## src/rtl/strc_pkg.sv

```systemverilog
// Package for the sorted-table record checker: phase and code enums, widths, constants.
// No dependencies; every rtl module imports it.
package strc_pkg;

   localparam int unsigned KeyStoreBytes = 256;
   localparam int unsigned KeyAddrW      = $clog2(KeyStoreBytes);

   localparam logic [31:0] FnvOffset     = 32'd2166136261;
   localparam logic [31:0] FnvPrime      = 32'd16777619;
   localparam logic [24:0] MaxFieldReset = 25'd16777216;
   localparam logic [31:0] MagicReset    = 32'd826426449;

   typedef enum logic [3:0] {
      PH_MAGIC = 4'd0,
      PH_KLEN  = 4'd1,
      PH_VLEN  = 4'd2,
      PH_TIME  = 4'd3,
      PH_TOMB  = 4'd4,
      PH_KEY   = 4'd5,
      PH_VAL   = 4'd6,
      PH_CRC   = 4'd7,
      PH_HALT  = 4'd8
   } phase_type;

   typedef enum logic [1:0] {
      ORD_EQ = 2'd0,
      ORD_GT = 2'd1,
      ORD_LT = 2'd2
   } order_type;

   typedef enum logic [2:0] {
      KIND_KEY    = 3'd0,
      KIND_VALUE  = 3'd1,
      KIND_RECORD = 3'd2,
      KIND_OK     = 3'd3,
      KIND_ERROR  = 3'd4
   } kind_type;

   typedef enum logic [2:0] {
      ERR_NONE      = 3'd0,
      ERR_MAGIC     = 3'd1,
      ERR_LENGTH    = 3'd2,
      ERR_TOMBSTONE = 3'd3,
      ERR_CHECKSUM  = 3'd4,
      ERR_ORDER     = 3'd5,
      ERR_TRUNCATED = 3'd6,
      ERR_KEY_LONG  = 3'd7
   } error_type;

   typedef enum logic [0:0] {
      CSR_MAX_FIELD = 1'd0,
      CSR_MAGIC     = 1'd1
   } csr_index_type;

   // Result beat handed from the parser to the output stage.
   typedef struct packed {
      kind_type    kind;
      logic [7:0]  payload_byte;
      error_type   error_code;
      logic [24:0] key_length;
      logic [24:0] value_length;
      logic [63:0] record_time;
      logic        deleted_mark;
   } result_type;

   // Key-store access from the parser: a read for the compare and a write
   // of the new key byte at the same index.
   typedef struct packed {
      logic                rd_en;
      logic [KeyAddrW-1:0] rd_addr;
      logic                wr_en;
      logic [KeyAddrW-1:0] wr_addr;
      logic [7:0]          wr_data;
   } store_req_type;

endpackage

```

## src/rtl/strc_key_store.sv

```systemverilog
// Previous-key byte store: synchronous RAM with one write and one registered read port.
// Depends on strc_pkg.
module strc_key_store (
   input  logic                   clock,
   input  strc_pkg::store_req_type req,
   output logic [7:0]             rd_data
);
   import strc_pkg::*;

   logic [7:0] mem [KeyStoreBytes];
   logic [7:0] rd_data_ff;

   always_ff @(posedge clock) begin
      if (req.wr_en) begin
         mem[req.wr_addr] <= req.wr_data;
      end
      if (req.rd_en) begin
         rd_data_ff <= mem[req.rd_addr];
      end
   end

   assign rd_data = rd_data_ff;

endmodule

```

## src/rtl/strc_out_stage.sv

```systemverilog
// Two-entry skid buffer on the result channel so the parser never waits on a stall.
// Depends on strc_pkg.
module strc_out_stage (
   input  logic                clock,
   input  logic                reset,
   input  logic                in_valid,
   input  strc_pkg::result_type in_data,
   output logic                in_stall,
   output logic                out_valid,
   input  logic                out_stall,
   output strc_pkg::result_type out_data
);
   import strc_pkg::*;

   result_type main_ff, skid_ff;
   logic       main_valid_ff, main_valid_in;
   logic       skid_valid_ff, skid_valid_in;
   logic       take, give;

   // The producer's result register cannot hold, so the stall looks ahead: a beat
   // accepted now must find the skid entry free at the next edge.
   assign in_stall  = skid_valid_in;
   assign out_valid = main_valid_ff;
   assign out_data  = main_ff;
   assign take      = in_valid && !skid_valid_ff;
   assign give      = main_valid_ff && !out_stall;

   always_comb begin
      main_valid_in = main_valid_ff;
      skid_valid_in = skid_valid_ff;
      if (give) begin
         main_valid_in = skid_valid_ff || take;
         skid_valid_in = 1'b0;
      end else if (take) begin
         if (main_valid_ff) begin
            skid_valid_in = 1'b1;
         end else begin
            main_valid_in = 1'b1;
         end
      end
   end

   always_ff @(posedge clock) begin
      if (reset) begin
         main_valid_ff <= 1'b0;
         skid_valid_ff <= 1'b0;
      end else begin
         main_valid_ff <= main_valid_in;
         skid_valid_ff <= skid_valid_in;
      end
   end

   always_ff @(posedge clock) begin
      if (give) begin
         main_ff <= skid_valid_ff ? skid_ff : in_data;
      end else if (take && !main_valid_ff) begin
         main_ff <= in_data;
      end
      if (take && main_valid_ff && !give) begin
         skid_ff <= in_data;
      end
   end

`ifndef SYNTHESIS
   a_skid_needs_main: assert property (@(posedge clock) disable iff (reset)
      skid_valid_ff |-> main_valid_ff) else $error("skid full while main empty");
   a_hold_on_stall: assert property (@(posedge clock) disable iff (reset)
      out_valid && out_stall |=> out_valid && $stable(out_data))
      else $error("result changed under stall");
   a_no_overflow: assert property (@(posedge clock) disable iff (reset)
      skid_valid_ff && !give |=> skid_valid_ff) else $error("skid lost");
`endif

endmodule

```

## src/rtl/strc_parser.sv

```systemverilog
// Byte parser: phase sequencer, FNV-1a checksum, field capture and on-the-fly key compare.
// Depends on strc_pkg; talks to strc_key_store through a store_req_type struct.
module strc_parser (
   input  logic                   clock,
   input  logic                   reset,
   input  logic                   beat,
   input  logic [7:0]             data_byte,
   input  logic                   end_of_stream,
   input  logic [24:0]            max_field_size,
   input  logic [31:0]            magic_word,
   output strc_pkg::store_req_type store_req,
   input  logic [7:0]             store_rd_data,
   output logic                   res_valid,
   output strc_pkg::result_type   res_data
);
   import strc_pkg::*;

   // Stage 1 registers: parser state.
   phase_type   phase_ff, phase_in;
   logic [2:0]  idx_ff, idx_in;
   logic [63:0] shift_ff, shift_in;
   logic [24:0] klen_ff, klen_in, vlen_ff, vlen_in, left_ff, left_in;
   logic [63:0] time_ff, time_in;
   logic        del_ff, del_in;
   logic [31:0] csum_ff, csum_in;
   order_type   ord_ff, ord_in;
   logic [24:0] plen_ff, plen_in;
   logic        have_ff, have_in;
   logic        res_valid_ff, res_valid_in;
   result_type  res_ff, res_in;

   // Key compare is deferred to the next cycle, when the store read returns.
   logic        cmp_ff, cmp_in;
   logic [7:0]  cmp_byte_ff;
   // Checksum multiply pipelined: xor value held, product taken next cycle.
   logic [31:0] mix_ff;
   logic        mix_pend_ff, mix_pend_in;

   logic [63:0] shift_or;
   logic [24:0] kidx;
   logic [31:0] csum_now;
   order_type   ord_now;
   logic [24:0] field25;
   logic        field_big;

   // Resolve pending multiply and pending compare as the current view.
   always_comb begin
      csum_now = mix_pend_ff ? 32'(mix_ff * FnvPrime) : csum_ff;
      ord_now  = ord_ff;
      if (cmp_ff && ord_ff == ORD_EQ) begin
         if (cmp_byte_ff > store_rd_data) begin
            ord_now = ORD_GT;
         end else if (cmp_byte_ff < store_rd_data) begin
            ord_now = ORD_LT;
         end
      end
   end

   assign shift_or  = shift_ff | (64'(data_byte) << {idx_ff, 3'b000});
   assign kidx      = klen_ff - left_ff;
   assign field25   = shift_or[24:0];
   assign field_big = (shift_or[31:25] != 7'd0);

   always_comb begin
      phase_in     = phase_ff;
      idx_in       = idx_ff;
      shift_in     = shift_ff;
      klen_in      = klen_ff;
      vlen_in      = vlen_ff;
      left_in      = left_ff;
      time_in      = time_ff;
      del_in       = del_ff;
      csum_in      = csum_now;
      ord_in       = ord_now;
      plen_in      = plen_ff;
      have_in      = have_ff;
      cmp_in       = 1'b0;
      mix_pend_in  = 1'b0;
      res_valid_in = 1'b0;
      res_in       = '0;
      store_req    = '0;
      store_req.wr_data = data_byte;
      store_req.wr_addr = kidx[KeyAddrW-1:0];
      store_req.rd_addr = kidx[KeyAddrW-1:0];

      if (beat && phase_ff != PH_HALT) begin
         if (end_of_stream) begin
            res_valid_in = 1'b1;
            phase_in     = PH_HALT;
            if (phase_ff == PH_MAGIC) begin
               res_in.kind = KIND_ERROR; res_in.error_code = ERR_MAGIC;
            end else if (phase_ff == PH_KLEN && idx_ff == 3'd0) begin
               res_in.kind = KIND_OK;
            end else begin
               res_in.kind = KIND_ERROR; res_in.error_code = ERR_TRUNCATED;
            end
         end else begin
            unique case (phase_ff)
               PH_MAGIC: begin
                  if (data_byte != magic_word[{idx_ff[1:0], 3'b000} +: 8]) begin
                     res_valid_in = 1'b1; phase_in = PH_HALT;
                     res_in.kind = KIND_ERROR; res_in.error_code = ERR_MAGIC;
                  end else if (idx_ff == 3'd3) begin
                     phase_in = PH_KLEN; idx_in = '0; shift_in = '0;
                     csum_in = FnvOffset; ord_in = ORD_EQ;
                  end else begin
                     idx_in = idx_ff + 3'd1;
                  end
               end
               PH_KLEN, PH_VLEN, PH_TIME, PH_CRC: begin
                  if (phase_ff != PH_CRC) begin
                     mix_pend_in = 1'b1;
                  end
                  shift_in = shift_or;
                  idx_in   = idx_ff + 3'd1;
                  if (phase_ff == PH_TIME) begin
                     if (idx_ff == 3'd7) begin
                        time_in = shift_or; phase_in = PH_TOMB;
                        idx_in = '0; shift_in = '0;
                     end
                  end else if (idx_ff == 3'd3) begin
                     idx_in = '0; shift_in = '0;
                     if (phase_ff == PH_KLEN) begin
                        if (field_big || field25 > max_field_size) begin
                           res_valid_in = 1'b1; phase_in = PH_HALT;
                           res_in.kind = KIND_ERROR; res_in.error_code = ERR_LENGTH;
                        end else if (field25 > 25'(KeyStoreBytes)) begin
                           res_valid_in = 1'b1; phase_in = PH_HALT;
                           res_in.kind = KIND_ERROR; res_in.error_code = ERR_KEY_LONG;
                        end else begin
                           klen_in = field25; phase_in = PH_VLEN;
                        end
                     end else if (phase_ff == PH_VLEN) begin
                        if (field_big || field25 > max_field_size) begin
                           res_valid_in = 1'b1; phase_in = PH_HALT;
                           res_in.kind = KIND_ERROR; res_in.error_code = ERR_LENGTH;
                        end else begin
                           vlen_in = field25; phase_in = PH_TIME;
                        end
                     end else begin
                        res_valid_in = 1'b1;
                        if (shift_or[31:0] != csum_now) begin
                           phase_in = PH_HALT;
                           res_in.kind = KIND_ERROR; res_in.error_code = ERR_CHECKSUM;
                        end else if (have_ff && ord_now != ORD_GT) begin
                           phase_in = PH_HALT;
                           res_in.kind = KIND_ERROR; res_in.error_code = ERR_ORDER;
                        end else begin
                           res_in.kind         = KIND_RECORD;
                           res_in.key_length   = klen_ff;
                           res_in.value_length = vlen_ff;
                           res_in.record_time  = time_ff;
                           res_in.deleted_mark = del_ff;
                           plen_in = klen_ff; have_in = 1'b1;
                           phase_in = PH_KLEN; csum_in = FnvOffset; ord_in = ORD_EQ;
                        end
                     end
                  end
               end
               PH_TOMB: begin
                  if (data_byte > 8'd1) begin
                     res_valid_in = 1'b1; phase_in = PH_HALT;
                     res_in.kind = KIND_ERROR; res_in.error_code = ERR_TOMBSTONE;
                  end else begin
                     mix_pend_in = 1'b1;
                     del_in = data_byte[0]; ord_in = ORD_EQ;
                     if (klen_ff != '0) begin
                        phase_in = PH_KEY; left_in = klen_ff;
                     end else if (vlen_ff != '0) begin
                        phase_in = PH_VAL; left_in = vlen_ff;
                     end else begin
                        phase_in = PH_CRC; idx_in = '0; shift_in = '0;
                     end
                  end
               end
               PH_KEY: begin
                  mix_pend_in = 1'b1;
                  // Key length never exceeds the store, so every index is in range.
                  store_req.wr_en = 1'b1;
                  if (ord_now == ORD_EQ && have_ff) begin
                     if (kidx < plen_ff) begin
                        store_req.rd_en = 1'b1; cmp_in = 1'b1;
                     end else begin
                        ord_in = ORD_GT;
                     end
                  end
                  left_in = left_ff - 25'd1;
                  if (left_ff == 25'd1) begin
                     if (vlen_ff != '0) begin
                        phase_in = PH_VAL; left_in = vlen_ff;
                     end else begin
                        phase_in = PH_CRC; idx_in = '0; shift_in = '0;
                     end
                  end
                  res_valid_in = 1'b1;
                  res_in.kind = KIND_KEY; res_in.payload_byte = data_byte;
               end
               PH_VAL: begin
                  mix_pend_in = 1'b1;
                  left_in = left_ff - 25'd1;
                  if (left_ff == 25'd1) begin
                     phase_in = PH_CRC; idx_in = '0; shift_in = '0;
                  end
                  res_valid_in = 1'b1;
                  res_in.kind = KIND_VALUE; res_in.payload_byte = data_byte;
               end
               default: phase_in = PH_HALT;
            endcase
         end
      end
   end

   always_ff @(posedge clock) begin
      if (reset) begin
         phase_ff     <= PH_MAGIC;
         idx_ff       <= '0;
         shift_ff     <= '0;
         klen_ff      <= '0;
         vlen_ff      <= '0;
         left_ff      <= '0;
         time_ff      <= '0;
         del_ff       <= 1'b0;
         csum_ff      <= FnvOffset;
         ord_ff       <= ORD_EQ;
         plen_ff      <= '0;
         have_ff      <= 1'b0;
         cmp_ff       <= 1'b0;
         mix_pend_ff  <= 1'b0;
         res_valid_ff <= 1'b0;
      end else begin
         phase_ff     <= phase_in;
         idx_ff       <= idx_in;
         shift_ff     <= shift_in;
         klen_ff      <= klen_in;
         vlen_ff      <= vlen_in;
         left_ff      <= left_in;
         time_ff      <= time_in;
         del_ff       <= del_in;
         csum_ff      <= csum_in;
         ord_ff       <= ord_in;
         plen_ff      <= plen_in;
         have_ff      <= have_in;
         cmp_ff       <= cmp_in;
         mix_pend_ff  <= mix_pend_in;
         res_valid_ff <= res_valid_in;
      end
   end

   always_ff @(posedge clock) begin
      res_ff      <= res_in;
      cmp_byte_ff <= data_byte;
      mix_ff      <= csum_now ^ {24'd0, data_byte};
   end

   assign res_valid = res_valid_ff;
   assign res_data  = res_ff;

`ifndef SYNTHESIS
   a_key_fits: assert property (@(posedge clock) disable iff (reset)
      phase_ff == PH_KEY |-> klen_ff <= 25'(KeyStoreBytes) && left_ff != '0)
      else $error("key index out of store");
   a_cmp_only_in_key: assert property (@(posedge clock) disable iff (reset)
      cmp_ff |-> $past(phase_ff) == PH_KEY) else $error("stray key compare");
   a_halt_sticks: assert property (@(posedge clock) disable iff (reset)
      phase_ff == PH_HALT |=> phase_ff == PH_HALT && !res_valid_ff)
      else $error("left halt");
`endif

endmodule

```

## src/rtl/sorted_table_record_checker_top.sv

```systemverilog
// Top level of the sorted-table record checker: CSRs, parser, key store, result skid stage.
// Depends on strc_pkg, strc_parser, strc_key_store and strc_out_stage.
//
// Usage: the req_ channel carries one file byte per beat (req_data_byte), or an
// end marker (req_end_of_stream). A beat is taken when req_valid is high and
// req_stall is low. Each beat gives zero or one result beat on the rsp_ channel:
// key or value bytes as they pass, a verified-record beat with its header fields
// at the stored checksum's last byte, a stream-ok beat on a clean end, or an
// error beat, after which the block stays halted until reset.
// A result beat reaches rsp_valid through the parser's result register and then the
// output skid. Throughput is one byte per cycle while req_stall is low; the FNV
// xor is registered and its multiply done after that register, with the product
// forwarded into the next byte, and the compare completes where the registered
// previous-key RAM read lands. A two-entry output skid lets input flow while
// a result is stalled; req_stall rises when the next edge would fill the second
// entry, so the result of every accepted beat always finds room.
// Synchronous reset returns to magic search and restores CSR defaults; the key
// RAM is not cleared and needs no clearing pass. CSRs (index 0 max field size,
// index 1 magic) are written on csr_valid, always ready.
module sorted_table_record_checker_top (
   input  logic        clock,
   input  logic        reset,
   input  logic        req_valid,
   output logic        req_stall,
   input  logic [7:0]  req_data_byte,
   input  logic        req_end_of_stream,
   output logic        rsp_valid,
   input  logic        rsp_stall,
   output logic [2:0]  rsp_kind,
   output logic [7:0]  rsp_payload_byte,
   output logic [2:0]  rsp_error_code,
   output logic [24:0] rsp_key_length,
   output logic [24:0] rsp_value_length,
   output logic [63:0] rsp_record_time,
   output logic        rsp_deleted_mark,
   input  logic        csr_valid,
   output logic        csr_ready,
   input  logic        csr_index,
   input  logic [31:0] csr_data
);
   import strc_pkg::*;

   logic [24:0]   max_field_ff;
   logic [31:0]   magic_ff;
   logic          beat;
   store_req_type store_req;
   logic [7:0]    store_rd_data;
   logic          res_valid;
   result_type    res_data, out_data;
   logic          skid_stall;

   assign csr_ready = 1'b1;
   assign beat      = req_valid && !req_stall;
   assign req_stall = skid_stall;

   // CSR writes; index decoded by name.
   always_ff @(posedge clock) begin
      if (reset) begin
         max_field_ff <= MaxFieldReset;
         magic_ff     <= MagicReset;
      end else if (csr_valid) begin
         unique case (csr_index_type'(csr_index))
            CSR_MAX_FIELD: max_field_ff <= csr_data[24:0];
            CSR_MAGIC:     magic_ff     <= csr_data;
            default: ;
         endcase
      end
   end

   strc_parser u_parser (
      .clock          (clock),
      .reset          (reset),
      .beat           (beat),
      .data_byte      (req_data_byte),
      .end_of_stream  (req_end_of_stream),
      .max_field_size (max_field_ff),
      .magic_word     (magic_ff),
      .store_req      (store_req),
      .store_rd_data  (store_rd_data),
      .res_valid      (res_valid),
      .res_data       (res_data)
   );

   strc_key_store u_store (
      .clock   (clock),
      .req     (store_req),
      .rd_data (store_rd_data)
   );

   strc_out_stage u_out (
      .clock     (clock),
      .reset     (reset),
      .in_valid  (res_valid),
      .in_data   (res_data),
      .in_stall  (skid_stall),
      .out_valid (rsp_valid),
      .out_stall (rsp_stall),
      .out_data  (out_data)
   );

   assign rsp_kind         = out_data.kind;
   assign rsp_payload_byte = out_data.payload_byte;
   assign rsp_error_code   = out_data.error_code;
   assign rsp_key_length   = out_data.key_length;
   assign rsp_value_length = out_data.value_length;
   assign rsp_record_time  = out_data.record_time;
   assign rsp_deleted_mark = out_data.deleted_mark;

`ifndef SYNTHESIS
   a_stall_means_full: assert property (@(posedge clock) disable iff (reset)
      req_stall |-> rsp_valid) else $error("input stalled with no result held");
   a_csr_applied: assert property (@(posedge clock) disable iff (reset)
      csr_valid && csr_index == CSR_MAGIC |=> magic_ff == $past(csr_data))
      else $error("magic write lost");
   a_result_follows_beat: assert property (@(posedge clock) disable iff (reset)
      res_valid |-> $past(beat)) else $error("result without input beat");
`endif

endmodule

```

## config.mk

```make
export PLATFORM = sky130hd
export DESIGN_NAME = sorted_table_record_checker_top
export DESIGN_NICKNAME = d
export VERILOG_FILES = /design/src/rtl/strc_pkg.sv /design/src/rtl/strc_key_store.sv /design/src/rtl/strc_out_stage.sv /design/src/rtl/strc_parser.sv /design/src/rtl/sorted_table_record_checker_top.sv
export SDC_FILE = /design/constraint.sdc
export NUM_CORES = 2
export LEC_CHECK = 0
export BUFFER_PORTS_ARGS = -buffer_cell sky130_fd_sc_hd__buf_2
export CAP_MARGIN = 25
export CELL_PAD_IN_SITES_DETAIL_PLACEMENT = 0
export CELL_PAD_IN_SITES_GLOBAL_PLACEMENT = 1
export CORE_AREA = 2 2 490 492
export CTS_BUF_LIST = sky130_fd_sc_hd__clkbuf_16
export DETAILED_ROUTE_END_ITERATION = 6
export DIE_AREA = 0 0 492 494
export HOLD_SLACK_MARGIN = 0.06
export PLACE_DENSITY = 0.83
export SETUP_SLACK_MARGIN = 0.05
export SLEW_MARGIN = 10
export SYNTH_ARGS = -nofsm -noshare
export SYNTH_HDL_FRONTEND = slang
export SYNTH_SLANG_ARGS = --single-unit
```

## constraint.sdc

```tcl
create_clock -name clock -period 10.2 [get_ports clock]
set_input_delay 0.51 -clock clock [delete_from_list [all_inputs] [get_ports clock]]
set_output_delay 0.51 -clock clock [all_outputs]
set_load 0.01 [all_outputs]
```

==> qor.txt <==
H-tree depth: 5
final hold viol count: 0
die height: 494 um
EDFF count, synth: 2314
Rel. slew slack: 22.3%
vias per inst: 6.13
CTS Buf Count: 295
Cells after Synth: 6920
DP HPWL: 186 mm
Iter 0 DRT Violations: 8108
fin crit period: 8.50 ns
WS Path Type: register to register
worst-margin pin slew: 1.17 ns
total number of vias: 64971
DRC: 0
WL/cell: 28.4 um
CTS tree: built
Startpoint Class: register
sequential area share after synthesis: 68.5%
layout cells sized above 1: 21.1%
clk_skew: 0.0909 ns
count of nets after finishing: 7605
Synth Area in Adders: 4.25%
synthesis-to-finish area growth: 12.6%
router iterations before antenna repair: 6
power density over the cells: 184 mW/mm^2
outcome: completed
Placer Congestion: 0.904
ys flop type: edfxtp_1
compound-gate portion of the synthesized area: 4.07%
crit-path cells: ha_1, ha_1, fa_1, ha_1, fa_1, ha_1, inv_1, fa_1, inv_1, ha_1, nand2_1, nor2_1, nand3_1, a2111oi_0, o31a_1, o21ai_1, a311oi_1, o211ai_1, or4_4, nor4_4, nand3_1, nor2_4, buf_4, and2_1
Ports: 179
CP Max Fanout: 114
CP dominant cell by count: ha_1
routed wire length: 301 mm
total chip power: 24.1 mW
WP data arrival: 9.30 ns
vias in the first global route: 64391
crit path capture type: register
largest net degree at the start of global routing: 175
cell accounting for the most synthesized area: edfxtp_1
die width: 492 um
Std-Cell Rows: 179
Synth Area in Simple Gates: 5.73%
post-synthesis mux area share: 14.5%
Clock Root Buffer: clkbuf_16
core area: 0.237 sq mm
part of the cycle the worst path needs: 83.4%
effective utilization at floorplan: 48.9%
Mapped Nets: 7316
Syn. warnings: 0
#FFs+latches synth: 2816
post-route setup TNS: 0 ns
remaining global-route overflow: 0
post-CTS setup buffers: 0
Min-Delay Path Class: input port to register
placed instance area: 0.121 sq mm
Die ar.: 0.243 sq mm
main combinational cell family by area after synthesis: multiplexers
post_cts resized: 0
Max Cap Violations: 0
synth top area cells: edfxtp_1 60%, mux4_2 13%, dfxtp_1 8.7%
top-area cell type share of the netlist area: 59.9%
worst-case clock buffer depth: 4
Routed Antenna Nets: 0
Final Max Tran Viols: 0
post-route cell area: 0.131 sq mm
final setup fails: 0
XOR/XNOR Fraction of Synth Area: 0.694%
FFs w/ async S/R, synth: 0%
worst vdd rail ir drop: 0.236 mV
Worst Path Required: 11.00 ns
Fmax achieved: 0.118 GHz
CP max stage delay: 0.91 ns
CTS clk-pin slew, worst paths: 0.06 ns
GRT Overall Usage: 24.5%
Post-Syn Area: 0.116 sq mm
first-pass GRT wire length: 442 mm
slowest CP cell: a2111oi_0
Syn Area/Cell: 16.8 sq um
Leak: 44.2 nW
Clock Latency Late Sink: 0.95 ns
synth unique cells: 89
port bufs: 177
RSZ-0062 raised after global routing: false
initial antenna violation count: 13
clk sinks: 2816
worst paths after layout:
| path | start | end | slack (ns) | cells past startpoint |
|---|---|---|---|---|
| setup / recovery | u_parser.mix_ff[6] | u_parser.res_data[103] | 1.70 | 24 |
| hold / removal | req_data_byte[1] | u_store.mem[229][1] | 0.18 | 1 |
| hold reg to reg | u_parser.time_ff[8] | u_parser.res_data[9] | 0.37 | 1 |
| setup reg to reg | u_parser.mix_ff[6] | u_parser.res_data[103] | 1.70 | 24 |
area by class of cell:
cell class,count,area [sq um]
well taps,3167,3960
clock buffers,303,7580
multi-input cells,3425,34000
fillers,17917,107000
repair buffers,371,2750
clock inverters,206,1720
inverters,300,1140
flip-flops and latches,2816,79500
diodes,4,10.0
sequential cells by signal, summed over array words and instances (netlist names), 8 cells and up:
signal,cells
max_field_ff,25
u_parser.csum_ff,32
u_out.out_data,129
magic_ff,32
u_parser.mix_ff,32
u_parser.plen_ff,25
u_parser.left_ff,25
u_parser.klen_ff,25
u_parser.vlen_ff,25
u_parser.shift_ff,64
u_parser.time_ff,64
u_parser.cmp_byte_ff,8
u_out.skid_ff,129
u_store.rd_data,8
u_parser.res_data,129
u_store.mem,2048
power breakdown:
part / total [mW] / internal (mW) / switching, mW
Sequential: 12.5 / 12.5 / 0.0263
Combinational: 1.15 / 0.372 / 0.780
Clock: 10.5 / 6.11 / 4.35
Total: 24.1 / 19.0 / 5.16
placed cells by master, fill, tap and decap left out, drive strengths merged, types with 12 or more instances in the layout:
cell type    netlist  routed
or3               19      19
mux4             656     656
edfxtp          2314    2314
inv              296     365
nor2             574     574
o21ai             82      82
nand2            259     259
a21oi            279     279
xor2              14      14
buf              105     314
clkbuf           274     313
nand3            114     114
a221oi            12      12
a211o             13      13
xnor2             78      78
fa                75      75
nand2b            24      24
and3              43      43
mux2i             47      47
bufinv             0      29
dfxtp            502     502
o21a              19      19
clkinv             4     106
a31oi             31      31
and2             148     148
a21o              39      39
ha               274     274
or2               15      15
a211oi           109     109
nor3b             13      13
nand4             40      40
nor4              31      31
mux2             138     138
dlygate4sd3        0      47
o211ai            18      18
nor3              79      79
nor2b             34      34
a221o             15      15
logic make-up (layout without fill, tap and decap cells):
| kind of cell | after synthesis | count (layout) |
|---|---|---|
| other | 1 | 5 |
| DFF | 2816 | 2816 |
| muxes | 841 | 841 |
| buffers and inverters | 679 | 1180 |
| xor gates and xnor gates | 92 | 92 |
| adders and majority gates | 349 | 349 |
| AOI/OAI and AO/OA | 723 | 723 |
| and+or+nand+nor | 1419 | 1419 |
metrics by stage:
stage | setup slack [ns] | cells | hold slack (ns) | util (%)
3_3_place_gp | 1.95 | 10017 | 0.415 | 50.9
2_1_floorplan | 3.38 | 6920 | 0.403 | -
3_5_place_dp | 1.86 | 10028 | 0.412 | 50.9
4_1_cts | 1.73 | 10584 | 0.141 | 55.0
5_1_grt | 1.29 | 10588 | 0.162 | 55.1
6_report | 1.70 | 10592 | 0.182 | 55.1
layer usage:
| metal | wire length (um) | GRT usage (%) |
|---|---|---|
| met1 | 118000 | 33.6 |
| met3 | 28700 | 4.94 |
| met5 | 0 | 0 |
| met2 | 142000 | 38.8 |
| met4 | 12600 | 9.38 |
cells in the mapped netlist, types with 21 or more instances:
master       n
dfxtp_1    502
o21ai_0     77
and3_1      43
nand3_1    114
clkbuf_1   274
mux4_2     656
inv_1      296
nand4_1     40
buf_1       73
mux2_2     138
nor2_1     573
buf_2       21
xnor2_1     78
mux2i_1     47
nor3_1      78
and2_1     148
a21oi_1    276
edfxtp_1  2314
a31oi_1     30
fa_1        75
nor4_1      30
a21o_1      39
a211oi_1   109
nand2b_1    24
nand2_1    259
nor2b_1     34
ha_1       274
what timing repair did:
item | CTS | global route
setup endpoints to repair | 0 | 0
hold buffers | 47 | 0
hold endpoints to repair | 136 | 0
critical path: cells and delay by family (launching register included):
kind | cells | cell delay [ns]
adders and majority gates | 8 | 3.05
and+or+nand+nor | 8 | 2.29
AOI/OAI and AO/OA | 5 | 1.72
buffers and inverters | 3 | 0.76
DFF | 1 | 0.51
Note: power is estimated with default switching activity, not from simulation.
